### src/design/shadow_queue_ecn_marker_core_defines.svh
// Assertion macros for the marker core source.
`ifndef SHADOW_QUEUE_ECN_MARKER_CORE_DEFINES_SVH
`define SHADOW_QUEUE_ECN_MARKER_CORE_DEFINES_SVH

`ifndef SYNTHESIS
`define SQEM_ASSERT_IMP(label, clk, rst_n, ante, cons) \
	label: assert property (@(posedge clk) disable iff (!rst_n) (ante) |-> (cons)) \
		else $error("assertion failed");
`define SQEM_ASSERT_NXT(label, clk, rst_n, ante, cons) \
	label: assert property (@(posedge clk) disable iff (!rst_n) (ante) |=> (cons)) \
		else $error("assertion failed");
`else
`define SQEM_ASSERT_IMP(label, clk, rst_n, ante, cons)
`define SQEM_ASSERT_NXT(label, clk, rst_n, ante, cons)
`endif

`endif

### src/design/sqem_pkg.sv
package sqem_pkg;

	localparam int unsigned CFG_IDX_W  = 3;
	localparam int unsigned CFG_DATA_W = 23;

	localparam logic [CFG_IDX_W-1:0] CFG_QUEUE_LIMIT = 3'd0;
	localparam logic [CFG_IDX_W-1:0] CFG_INTERVAL    = 3'd1;
	localparam logic [CFG_IDX_W-1:0] CFG_MAX_PROB    = 3'd2;
	localparam logic [CFG_IDX_W-1:0] CFG_EWMA_WEIGHT = 3'd3;
	localparam logic [CFG_IDX_W-1:0] CFG_LINK_RATE   = 3'd4;
	localparam logic [CFG_IDX_W-1:0] CFG_ECN_ENABLE  = 3'd5;

	localparam logic [15:0] RST_QUEUE_LIMIT = 16'd1000;
	localparam logic [19:0] RST_INTERVAL    = 20'd10000;
	localparam logic [16:0] RST_MAX_PROB    = 17'd52428;
	localparam logic [16:0] RST_EWMA_WEIGHT = 17'd64225;
	localparam logic [22:0] RST_LINK_RATE   = 23'd125000;
	localparam logic        RST_ECN_ENABLE  = 1'b1;

	localparam logic [16:0] Q16_ONE       = 17'h10000;
	localparam logic [31:0] PROB_ALL_ONES = 32'hFFFF_FFFF;

	localparam int unsigned MUL_A_W = 33;
	localparam int unsigned MUL_B_W = 23;
	localparam int unsigned MUL_P_W = MUL_A_W + MUL_B_W;

	localparam int unsigned KDIV_IN_W    = 55;
	localparam int unsigned KDIV_PAD_W   = 56;
	localparam int unsigned KDIV_REM_W   = 10;
	localparam int unsigned KDIV_DIGIT_W = 4;
	localparam int unsigned KDIV_STEPS   = KDIV_PAD_W / KDIV_DIGIT_W;
	localparam int unsigned KDIV_CNT_W   = 4;
	localparam logic [KDIV_REM_W-1:0] KDIV_DIVISOR = 10'd1000;

	localparam int unsigned NUM_W = 64;
	localparam int unsigned DEN_W = 46;
	localparam int unsigned QUO_W = 32;

	typedef enum logic [1:0] {
		VERDICT_PASS = 2'd0,
		VERDICT_MARK = 2'd1,
		VERDICT_DROP = 2'd2
	} verdict_t;

	typedef struct packed {
		logic [15:0] packet_bytes;
		logic [15:0] queue_packets;
		logic [31:0] backlog_bytes;
		logic [31:0] now_us;
		logic [31:0] random_word;
		logic        ecn_capable;
	} in_item_t;

	typedef struct packed {
		verdict_t    verdict;
		logic [31:0] mark_probability;
		logic        prob_refreshed;
	} out_item_t;

	typedef struct packed {
		logic busy;
		logic done;
	} unit_sts_t;

endpackage

### src/design/sqem_mul.sv
module sqem_mul (
	input  logic                             clk,
	input  logic [sqem_pkg::MUL_A_W-1:0] a,
	input  logic [sqem_pkg::MUL_B_W-1:0] b,
	output logic [sqem_pkg::MUL_P_W-1:0] prod
);

	always_ff @(posedge clk) begin
		prod <= a * b;
	end

endmodule

### src/design/sqem_kdiv.sv
module sqem_kdiv (
	input  logic                               clk,
	input  logic                               arst_n,
	input  logic                               start,
	input  logic [sqem_pkg::KDIV_IN_W-1:0]     dividend,
	output sqem_pkg::unit_sts_t                sts,
	output logic [sqem_pkg::DEN_W-1:0]         quotient
);

	localparam int unsigned PW = sqem_pkg::KDIV_PAD_W;
	localparam int unsigned RW = sqem_pkg::KDIV_REM_W;
	localparam int unsigned DW = sqem_pkg::KDIV_DIGIT_W;
	localparam int unsigned QW = sqem_pkg::DEN_W;
	localparam int unsigned CW = sqem_pkg::KDIV_CNT_W;
	localparam logic [CW-1:0] LAST = CW'(sqem_pkg::KDIV_STEPS - 1);

	logic [PW-1:0] dvd_q;
	logic [RW-1:0] rem_q;
	logic [RW-1:0] rem_nxt;
	logic [QW-1:0] quo_q;
	logic [DW-1:0] digit;
	logic [CW-1:0] cnt_q;
	logic          busy_q;
	logic          done_q;

	always_comb begin
		logic [RW:0]   trial;
		logic [RW-1:0] r;
		r     = rem_q;
		digit = '0;
		for (int i = 0; i < DW; i++) begin
			trial = {r, dvd_q[PW-1-i]};
			if (trial >= {1'b0, sqem_pkg::KDIV_DIVISOR}) begin
				trial = trial - {1'b0, sqem_pkg::KDIV_DIVISOR};
				digit[DW-1-i] = 1'b1;
			end
			r = trial[RW-1:0];
		end
		rem_nxt = r;
	end

	always_ff @(posedge clk or negedge arst_n) begin
		if (!arst_n) begin
			busy_q <= 1'b0;
			done_q <= 1'b0;
			cnt_q  <= '0;
		end else begin
			done_q <= 1'b0;
			if (start) begin
				busy_q <= 1'b1;
				cnt_q  <= '0;
			end else if (busy_q) begin
				cnt_q <= cnt_q + CW'(1);
				if (cnt_q == LAST) begin
					busy_q <= 1'b0;
					done_q <= 1'b1;
				end
			end
		end
	end

	always_ff @(posedge clk) begin
		if (start) begin
			dvd_q <= PW'(dividend);
			rem_q <= '0;
			quo_q <= '0;
		end else if (busy_q) begin
			dvd_q <= dvd_q << DW;
			rem_q <= rem_nxt;
			quo_q <= {quo_q[QW-DW-1:0], digit};
		end
	end

	assign sts.busy = busy_q;
	assign sts.done = done_q;
	assign quotient = quo_q;

endmodule

### src/design/sqem_div.sv
module sqem_div (
	input  logic                           clk,
	input  logic                           arst_n,
	input  logic                           start,
	input  logic [sqem_pkg::NUM_W-1:0]     num,
	input  logic [sqem_pkg::DEN_W-1:0]     den,
	output sqem_pkg::unit_sts_t            sts,
	output logic [sqem_pkg::QUO_W-1:0]     quotient,
	output logic                           over
);

	localparam int unsigned NW = sqem_pkg::NUM_W;
	localparam int unsigned DW = sqem_pkg::DEN_W;
	localparam int unsigned QW = sqem_pkg::QUO_W;
	localparam int unsigned CW = $clog2(QW);
	localparam logic [CW-1:0] LAST = CW'(QW - 1);

	logic [DW-1:0] rem_q;
	logic [DW-1:0] den_q;
	logic [QW-1:0] dq_q;
	logic [CW-1:0] cnt_q;
	logic          busy_q;
	logic          done_q;
	logic          over_q;
	logic          over_now;
	logic [DW:0]   trial;
	logic [DW:0]   diff;
	logic          fits;
	logic [DW-1:0] rem_nxt;

	assign over_now = DW'(num[NW-1:QW]) >= den;
	assign trial    = {rem_q, dq_q[QW-1]};
	assign diff     = trial - {1'b0, den_q};
	assign fits     = trial >= {1'b0, den_q};
	assign rem_nxt  = fits ? diff[DW-1:0] : trial[DW-1:0];

	always_ff @(posedge clk or negedge arst_n) begin
		if (!arst_n) begin
			busy_q <= 1'b0;
			done_q <= 1'b0;
			over_q <= 1'b0;
			cnt_q  <= '0;
		end else begin
			done_q <= 1'b0;
			if (start) begin
				over_q <= over_now;
				cnt_q  <= '0;
				if (over_now) begin
					busy_q <= 1'b0;
					done_q <= 1'b1;
				end else begin
					busy_q <= 1'b1;
				end
			end else if (busy_q) begin
				cnt_q <= cnt_q + CW'(1);
				if (cnt_q == LAST) begin
					busy_q <= 1'b0;
					done_q <= 1'b1;
				end
			end
		end
	end

	always_ff @(posedge clk) begin
		if (start) begin
			rem_q <= DW'(num[NW-1:QW]);
			den_q <= den;
			dq_q  <= num[QW-1:0];
		end else if (busy_q) begin
			rem_q <= rem_nxt;
			dq_q  <= {dq_q[QW-2:0], fits};
		end
	end

	assign sts.busy = busy_q;
	assign sts.done = done_q;
	assign quotient = dq_q;
	assign over     = over_q;

endmodule

### src/design/shadow_queue_ecn_marker_core.sv
// Channel  Handshake               Transaction
// in       in_valid / in_stall     one arriving packet (in_data)
// out      out_valid / out_stall   one verdict with probability (out_data)
// cfg      cfg_wr_en               one register write (cfg_index, cfg_wdata)
//
// A packet without refresh passes S_CHECK, S_DECIDE and S_DONE from acceptance
// to a loaded result; a dropped packet skips S_DECIDE.
// A refresh runs six products on the shared 33x23 multiplier, then the divide
// by 1000 at four bits a step, then the restoring divider at one quotient bit
// a step (no steps when the quotient saturates).
// Asynchronous reset loads register defaults and clears all queue state.
// in_stall is high while a packet is at work; the result register holds until
// taken, and the next packet is accepted while it waits.

`include "shadow_queue_ecn_marker_core_defines.svh"

module shadow_queue_ecn_marker_core (
	input  logic                                clk,
	input  logic                                arst_n,
	input  logic                                in_valid,
	output logic                                in_stall,
	input  sqem_pkg::in_item_t                  in_data,
	output logic                                out_valid,
	input  logic                                out_stall,
	output sqem_pkg::out_item_t                 out_data,
	input  logic                                cfg_wr_en,
	input  logic [sqem_pkg::CFG_IDX_W-1:0]      cfg_index,
	input  logic [sqem_pkg::CFG_DATA_W-1:0]     cfg_wdata
);

	localparam int unsigned AW = sqem_pkg::MUL_A_W;
	localparam int unsigned BW = sqem_pkg::MUL_B_W;
	localparam int unsigned PW = sqem_pkg::MUL_P_W;
	localparam int unsigned ACC_W = 51;

	localparam logic [2:0] OP_LO_KEEP = 3'd0;
	localparam logic [2:0] OP_HI_KEEP = 3'd1;
	localparam logic [2:0] OP_SAMPLE  = 3'd2;
	localparam logic [2:0] OP_AVG_HI  = 3'd3;
	localparam logic [2:0] OP_AVG_LO  = 3'd4;
	localparam logic [2:0] OP_BW      = 3'd5;
	localparam int unsigned MUL_OPS = 6;
	localparam logic [3:0] MUL_LAST = 4'(2 * MUL_OPS - 1);

	typedef enum logic [6:0] {
		S_IDLE   = 7'b0000001,
		S_CHECK  = 7'b0000010,
		S_MUL    = 7'b0000100,
		S_KDIV   = 7'b0001000,
		S_DIV    = 7'b0010000,
		S_DECIDE = 7'b0100000,
		S_DONE   = 7'b1000000
	} state_t;

	state_t state_q;

	logic [15:0] queue_limit_q;
	logic [19:0] interval_q;
	logic [16:0] max_prob_q;
	logic [16:0] ewma_weight_q;
	logic [22:0] link_q;
	logic        ecn_q;

	logic [47:0] avg_q;
	logic [31:0] bytes_q;
	logic [31:0] last_q;
	logic [31:0] prob_q;

	sqem_pkg::in_item_t  item_q;
	sqem_pkg::out_item_t out_q;
	logic                out_valid_q;
	sqem_pkg::verdict_t  verdict_q;
	logic                refreshed_q;

	logic [16:0]      alpha_q;
	logic [16:0]      keep_q;
	logic [16:0]      maxp_q;
	logic [31:0]      elapsed_q;
	logic [AW-1:0]    sample_q;
	logic [ACC_W-1:0] acc_q;
	logic [sqem_pkg::NUM_W-1:0] num_q;
	logic [3:0]       mstep_q;

	logic        in_accept;
	logic        out_free;
	logic [16:0] alpha_c;
	logic [16:0] maxp_c;
	logic        drop_c;
	logic [32:0] bytes_sum;
	logic [31:0] bytes_sat;
	logic [31:0] elapsed_c;
	logic        refresh_c;
	logic [2:0]  mul_op;
	logic [AW-1:0] mul_a;
	logic [BW-1:0] mul_b;
	logic [PW-1:0] mul_prod;
	logic [ACC_W-1:0] avg_sum;
	logic [47:0] avg_sat;
	logic        kdiv_start;
	logic        div_start;
	sqem_pkg::unit_sts_t kdiv_sts;
	sqem_pkg::unit_sts_t div_sts;
	logic [sqem_pkg::DEN_W-1:0] kdiv_quo;
	logic [sqem_pkg::QUO_W-1:0] div_quo;
	logic        div_over;
	logic [31:0] prob_new;
	logic        mark_c;

	assign in_accept = in_valid && (state_q == S_IDLE);
	assign in_stall  = (state_q != S_IDLE);
	assign out_free  = !out_valid_q || !out_stall;

	assign alpha_c = (ewma_weight_q > sqem_pkg::Q16_ONE) ? sqem_pkg::Q16_ONE : ewma_weight_q;
	assign maxp_c  = (max_prob_q > sqem_pkg::Q16_ONE) ? sqem_pkg::Q16_ONE : max_prob_q;

	assign drop_c    = item_q.queue_packets >= queue_limit_q;
	assign bytes_sum = {1'b0, bytes_q} + 33'(item_q.packet_bytes);
	assign bytes_sat = bytes_sum[32] ? '1 : bytes_sum[31:0];
	assign elapsed_c = item_q.now_us - last_q;
	assign refresh_c = 32'(interval_q) < elapsed_c;

	assign mul_op = mstep_q[3:1];

	always_comb begin
		unique case (mul_op)
			OP_LO_KEEP: begin
				mul_a = AW'(avg_q[15:0]);
				mul_b = BW'(keep_q);
			end
			OP_HI_KEEP: begin
				mul_a = AW'(avg_q[47:16]);
				mul_b = BW'(keep_q);
			end
			OP_SAMPLE: begin
				mul_a = sample_q;
				mul_b = BW'(alpha_q);
			end
			OP_AVG_HI: begin
				mul_a = AW'(avg_q[47:16]);
				mul_b = BW'(maxp_q);
			end
			OP_AVG_LO: begin
				mul_a = AW'(avg_q[15:0]);
				mul_b = BW'(maxp_q);
			end
			OP_BW: begin
				mul_a = AW'(elapsed_q);
				mul_b = link_q;
			end
			default: begin
				mul_a = '0;
				mul_b = '0;
			end
		endcase
	end

	sqem_mul u_mul (
		.clk  (clk),
		.a    (mul_a),
		.b    (mul_b),
		.prod (mul_prod)
	);

	assign avg_sum = acc_q + mul_prod[ACC_W-1:0];
	assign avg_sat = (|avg_sum[ACC_W-1:48]) ? '1 : avg_sum[47:0];

	assign kdiv_start = (state_q == S_MUL) && (mstep_q == MUL_LAST);
	assign div_start  = (state_q == S_KDIV) && kdiv_sts.done;

	sqem_kdiv u_kdiv (
		.clk      (clk),
		.arst_n   (arst_n),
		.start    (kdiv_start),
		.dividend (mul_prod[sqem_pkg::KDIV_IN_W-1:0]),
		.sts      (kdiv_sts),
		.quotient (kdiv_quo)
	);

	sqem_div u_div (
		.clk      (clk),
		.arst_n   (arst_n),
		.start    (div_start),
		.num      (num_q),
		.den      (kdiv_quo),
		.sts      (div_sts),
		.quotient (div_quo),
		.over     (div_over)
	);

	assign prob_new = (div_over || ({1'b0, div_quo} >= {maxp_q, 16'h0000}))
		? sqem_pkg::PROB_ALL_ONES : div_quo;

	assign mark_c = (item_q.random_word < prob_q) && ecn_q && item_q.ecn_capable;

	always_ff @(posedge clk or negedge arst_n) begin
		if (!arst_n) begin
			state_q       <= S_IDLE;
			queue_limit_q <= sqem_pkg::RST_QUEUE_LIMIT;
			interval_q    <= sqem_pkg::RST_INTERVAL;
			max_prob_q    <= sqem_pkg::RST_MAX_PROB;
			ewma_weight_q <= sqem_pkg::RST_EWMA_WEIGHT;
			link_q        <= sqem_pkg::RST_LINK_RATE;
			ecn_q         <= sqem_pkg::RST_ECN_ENABLE;
			avg_q         <= '0;
			bytes_q       <= '0;
			last_q        <= '0;
			prob_q        <= '0;
			out_valid_q   <= 1'b0;
			mstep_q       <= '0;
		end else begin
			if (cfg_wr_en) begin
				unique case (cfg_index)
					sqem_pkg::CFG_QUEUE_LIMIT: queue_limit_q <= cfg_wdata[15:0];
					sqem_pkg::CFG_INTERVAL:    interval_q    <= cfg_wdata[19:0];
					sqem_pkg::CFG_MAX_PROB:    max_prob_q    <= cfg_wdata[16:0];
					sqem_pkg::CFG_EWMA_WEIGHT: ewma_weight_q <= cfg_wdata[16:0];
					sqem_pkg::CFG_LINK_RATE:   link_q        <= cfg_wdata[22:0];
					sqem_pkg::CFG_ECN_ENABLE:  ecn_q         <= cfg_wdata[0];
					default: ;
				endcase
			end

			if ((state_q == S_DONE) && out_free) begin
				out_valid_q <= 1'b1;
			end else if (!out_stall) begin
				out_valid_q <= 1'b0;
			end

			unique case (state_q)
				S_IDLE: begin
					if (in_valid) state_q <= S_CHECK;
				end
				S_CHECK: begin
					if (drop_c) begin
						state_q <= S_DONE;
					end else begin
						bytes_q <= bytes_sat;
						if (refresh_c) begin
							mstep_q <= '0;
							state_q <= S_MUL;
						end else begin
							state_q <= S_DECIDE;
						end
					end
				end
				S_MUL: begin
					mstep_q <= mstep_q + 4'd1;
					if (mstep_q[0] && (mul_op == OP_SAMPLE)) avg_q <= avg_sat;
					if (kdiv_start) begin
						bytes_q <= '0;
						last_q  <= item_q.now_us;
						state_q <= S_KDIV;
					end
				end
				S_KDIV: begin
					if (kdiv_sts.done) state_q <= S_DIV;
				end
				S_DIV: begin
					if (div_sts.done) begin
						prob_q  <= prob_new;
						state_q <= S_DECIDE;
					end
				end
				S_DECIDE: begin
					state_q <= S_DONE;
				end
				S_DONE: begin
					if (out_free) state_q <= S_IDLE;
				end
				default: begin
					state_q <= S_IDLE;
				end
			endcase
		end
	end

	always_ff @(posedge clk) begin
		if (in_accept) item_q <= in_data;

		if (state_q == S_CHECK) begin
			alpha_q     <= alpha_c;
			keep_q      <= sqem_pkg::Q16_ONE - alpha_c;
			maxp_q      <= maxp_c;
			elapsed_q   <= elapsed_c;
			verdict_q   <= sqem_pkg::VERDICT_DROP;
			refreshed_q <= !drop_c && refresh_c;
		end

		if (state_q == S_MUL) begin
			if (mstep_q == 4'd0) begin
				sample_q <= AW'(bytes_q) + AW'(item_q.backlog_bytes);
			end
			if (mstep_q[0]) begin
				unique case (mul_op)
					OP_LO_KEEP: acc_q <= ACC_W'(mul_prod[32:16]);
					OP_HI_KEEP: acc_q <= acc_q + mul_prod[ACC_W-1:0];
					OP_AVG_HI:  num_q <= {mul_prod[47:0], 16'h0000};
					OP_AVG_LO:  num_q <= num_q + sqem_pkg::NUM_W'(mul_prod);
					default: ;
				endcase
			end
		end

		if (state_q == S_DECIDE) begin
			verdict_q <= mark_c ? sqem_pkg::VERDICT_MARK : sqem_pkg::VERDICT_PASS;
		end

		if ((state_q == S_DONE) && out_free) begin
			out_q.verdict          <= verdict_q;
			out_q.mark_probability <= prob_q;
			out_q.prob_refreshed   <= refreshed_q;
		end
	end

	assign out_valid = out_valid_q;
	assign out_data  = out_q;

	`SQEM_ASSERT_IMP(a_drop_no_refresh, clk, arst_n, out_valid && (out_data.verdict == sqem_pkg::VERDICT_DROP), !out_data.prob_refreshed)
	`SQEM_ASSERT_IMP(a_kdiv_done_state, clk, arst_n, kdiv_sts.done, state_q == S_KDIV)
	`SQEM_ASSERT_IMP(a_div_done_state, clk, arst_n, div_sts.done, state_q == S_DIV)
	`SQEM_ASSERT_NXT(a_accept_check, clk, arst_n, in_valid && !in_stall, state_q == S_CHECK)

endmodule
### config.mk
export PLATFORM = sky130hd
export DESIGN_NAME = shadow_queue_ecn_marker_core
export DESIGN_NICKNAME = d
export VERILOG_FILES = /design/src/design/sqem_pkg.sv /design/src/design/sqem_mul.sv /design/src/design/sqem_kdiv.sv /design/src/design/sqem_div.sv /design/src/design/shadow_queue_ecn_marker_core.sv
export VERILOG_INCLUDE_DIRS = /design/src /design/src/design
export SDC_FILE = /design/constraint.sdc
export NUM_CORES = 2
export LEC_CHECK = 0
export ABC_AREA = 1
export ABC_CLOCK_PERIOD_IN_PS = 22900
export BUFFER_PORTS_ARGS = -buffer_cell sky130_fd_sc_hd__buf_2
export CORE_AREA = 2 2 470 472
export CTS_BUF_LIST = sky130_fd_sc_hd__clkbuf_8 sky130_fd_sc_hd__clkbuf_16
export DETAILED_ROUTE_END_ITERATION = 8
export DIE_AREA = 0 0 472 474
export SLEW_MARGIN = 20
export SYNTH_ARGS = -nofsm -noshare
export SYNTH_HDL_FRONTEND = slang
export SYNTH_HIERARCHICAL = 1
export SYNTH_SLANG_ARGS = --single-unit
### constraint.sdc
create_clock -name clk -period 22.9 [get_ports clk]
set_clock_uncertainty 0.2 [all_clocks]
set_input_delay 1.145 -clock clk [delete_from_list [all_inputs] [get_ports clk]]
set_output_delay 1.145 -clock clk [all_outputs]
set_load 0.01 [all_outputs]
==> out/metrics.cfg <==
[setup_path]
crit_slowest_cell=nand2_2
slowest_delay_ns=0.69
critical_path_class=reg -> reg
crit_arrival_ns=10.24
end_kind=flop
r2r-start=mstep_q[2]$_DFFE_PN0P_
path_max_fanout=59
critical-path-top-delay-family=adder cells
crit_buf_inv=10
crit_top_cell=fa_1
rr_worst_depth=32
ff2ff_setup_slack_ns=13.10
worstPathRequired_ns=23.34
r2r_end=u_mul/prod[38]$_DFF_P_
startpoint_type=flop

[clock_tree]
clkTransAtPathRegs_ns=0.07
cts_root_buf=clkbuf_16
cts_hold_buf=0
htree_num_levels=3
post_cts_resized=0
worstSkewPairLatency_ns=0.75
postCtsSetupBuffers=0
clock_path_buffers=3
tritoncts=yes
cts_sinks=953
cts-buffers-inserted=105

[detailed_routing]
dr_wl_met2_um=127000
first_pass_iters=8
num_vias=69100
ant_nets=0
wl_per_cell_um=19.5
drt_iter0_markers=5579
met1_length_um=114000
wl_met3_um=14400
dr.max_layer_used=met4
routed_wl_um=267000
drcViolationCount=0
vias_per_cell=5.06

[placement]
port_buffers=196
dpl_cell_area_mm2=0.0869
dp_cells=13500
place.gp.congestion=0.977
dpl.hpwl_um=211000

[floorplan]
num_io_pins=197
core_area_mm2=0.219
start_util=0.378
die_area_mm2=0.224
die_w_um=472
chipHeight_um=474
num_rows=172

[status]
status=complete, no violations

[yosys]
ys.warnings.count=6
synthCells=10600
avgSynthCellArea_um2=7.81
synth_fp_nets=11900
synth_area_mm2=0.0826

[grt]
grt-ovfl-total=0
grt_first_pass_wirelength_um=410000
grt_pass1_vias=69600
track_usage=0.237
grt_max_degree=81
antenna_found_initial=3

[finish]
final_nets=12000
drive_above_1_share=0.0669
finalInstanceArea_mm2=0.0903
syn_to_final_growth_pct=9.33
stdcell_count=13700
fillerInstances=22200
seq_area_mm2=0.0261
multi_input_area_mm2=0.0468

[timing]
min_period_over_period=0.428
hold_ws_ns=0.207
fin_tns_setup_ns=0
finalHoldViolCount=0
rsz0062_at_grt=false
max_freq_ghz=0.102
maxSlewHeadroom=0.237
slew_viol_final=0
period_needed_ns=9.80
setup_violations=0
worstMarginPinSlew_ns=1.14

[flow_run]
drv_cap=0

[power_and_ir_drop]
p_per_area_mw_per_mm2=56.0
ir_worst_vdd_mv=0.0660
leakagePower_nw=46.0

[min_path]
hold_path_class=in -> async

==> metal layers <==
layer,vias up,GRT usage
met5,-,0
met1,33400,0.308
met2,2181,0.404
met3,516,0.0263
li1,32900,-
met4,0,0.0892
==> worst reg2reg max path: cells and delay by family, from the launching register on <==
family	cells	cell delay, ns
flip-flops	1	0.51
AO/OA/AOI/OAI	2	0.98
AND/OR/NAND/NOR	12	2.36
buffers and inverters	10	1.49
adder cells (fa/ha/maj)	8	4.12
==> stage by stage <==
step | worst slack [ns] | utilization | power (mW)
finish | 13.10 | 0.413 | 5.06
global route | 12.65 | 0.413 | 5.31
CTS | 13.15 | 0.413 | 5.09
detailed placement | 13.17 | 0.397 | 3.40
global placement | 13.31 | 0.397 | 3.37
floorplan | 15.41 | - | 2.98
==> layout make-up <==
type	instances	area share
diodes	3	0.0000831
well taps	2871	0.0398
inverters	2296	0.0954
repair buffers	304	0.0199
clock inverters	79	0.00614
multi-input cells	7032	0.518
clock buffers	119	0.0316
flip-flops and latches	953	0.289
==> placed cells by master, fill, tap and decap left out, types with 34 or more instances in the layout <==
cell type     n
a21oi_1     403
a22oi_1      52
a31oi_1      34
buf_2       195
buf_4       108
clkbuf_16   108
dfrtp_1     226
dfstp_2      38
dfxtp_1     127
edfxtp_1    562
fa_1        654
ha_1        535
inv_1      2299
nand2_1    3087
nand2_2      46
nand3_1     355
nand3b_1     52
nand4_1      76
nor2_1      637
nor2_2       35
nor3_1       57
o21ai_0     363
o21ai_1      44
o21bai_1     48
o22ai_1      75
xnor2_1      89
xor2_1      114
==> flip-flops by register name, summed over array words and instances (netlist names), 48 cells and up <==
| name | count |
|---|---|
| item_q | 129 |
| avg_q | 48 |
| u_kdiv/dvd_q | 56 |
| u_mul/prod | 56 |
| acc_q | 51 |
| num_q | 64 |
==> power breakdown <==
part,switching [mW],internal [mW]
clock,0.747,0.939
combinational,0.836,0.367
sequential,0.109,2.06
==> how the worst max path moves through the flow <==
stage	from	endpoint	slack, ns	cells past startpoint
2_1_floorplan	mstep_q[2]$_DFFE_PN0P_	u_mul/prod[40]$_DFF_P_	15.41	34
3_3_place_gp	mstep_q[2]$_DFFE_PN0P_	u_mul/prod[38]$_DFF_P_	13.31	32
3_5_place_dp	mstep_q[2]$_DFFE_PN0P_	u_mul/prod[40]$_DFF_P_	13.17	32
4_1_cts	mstep_q[2]$_DFFE_PN0P_	u_mul/prod[38]$_DFF_P_	13.15	32
5_1_grt	mstep_q[3]$_DFFE_PN0P_	u_mul/prod[38]$_DFF_P_	12.65	32
6_report	mstep_q[2]$_DFFE_PN0P_	u_mul/prod[38]$_DFF_P_	13.10	32
Note: power is estimated with default switching activity, not from simulation.
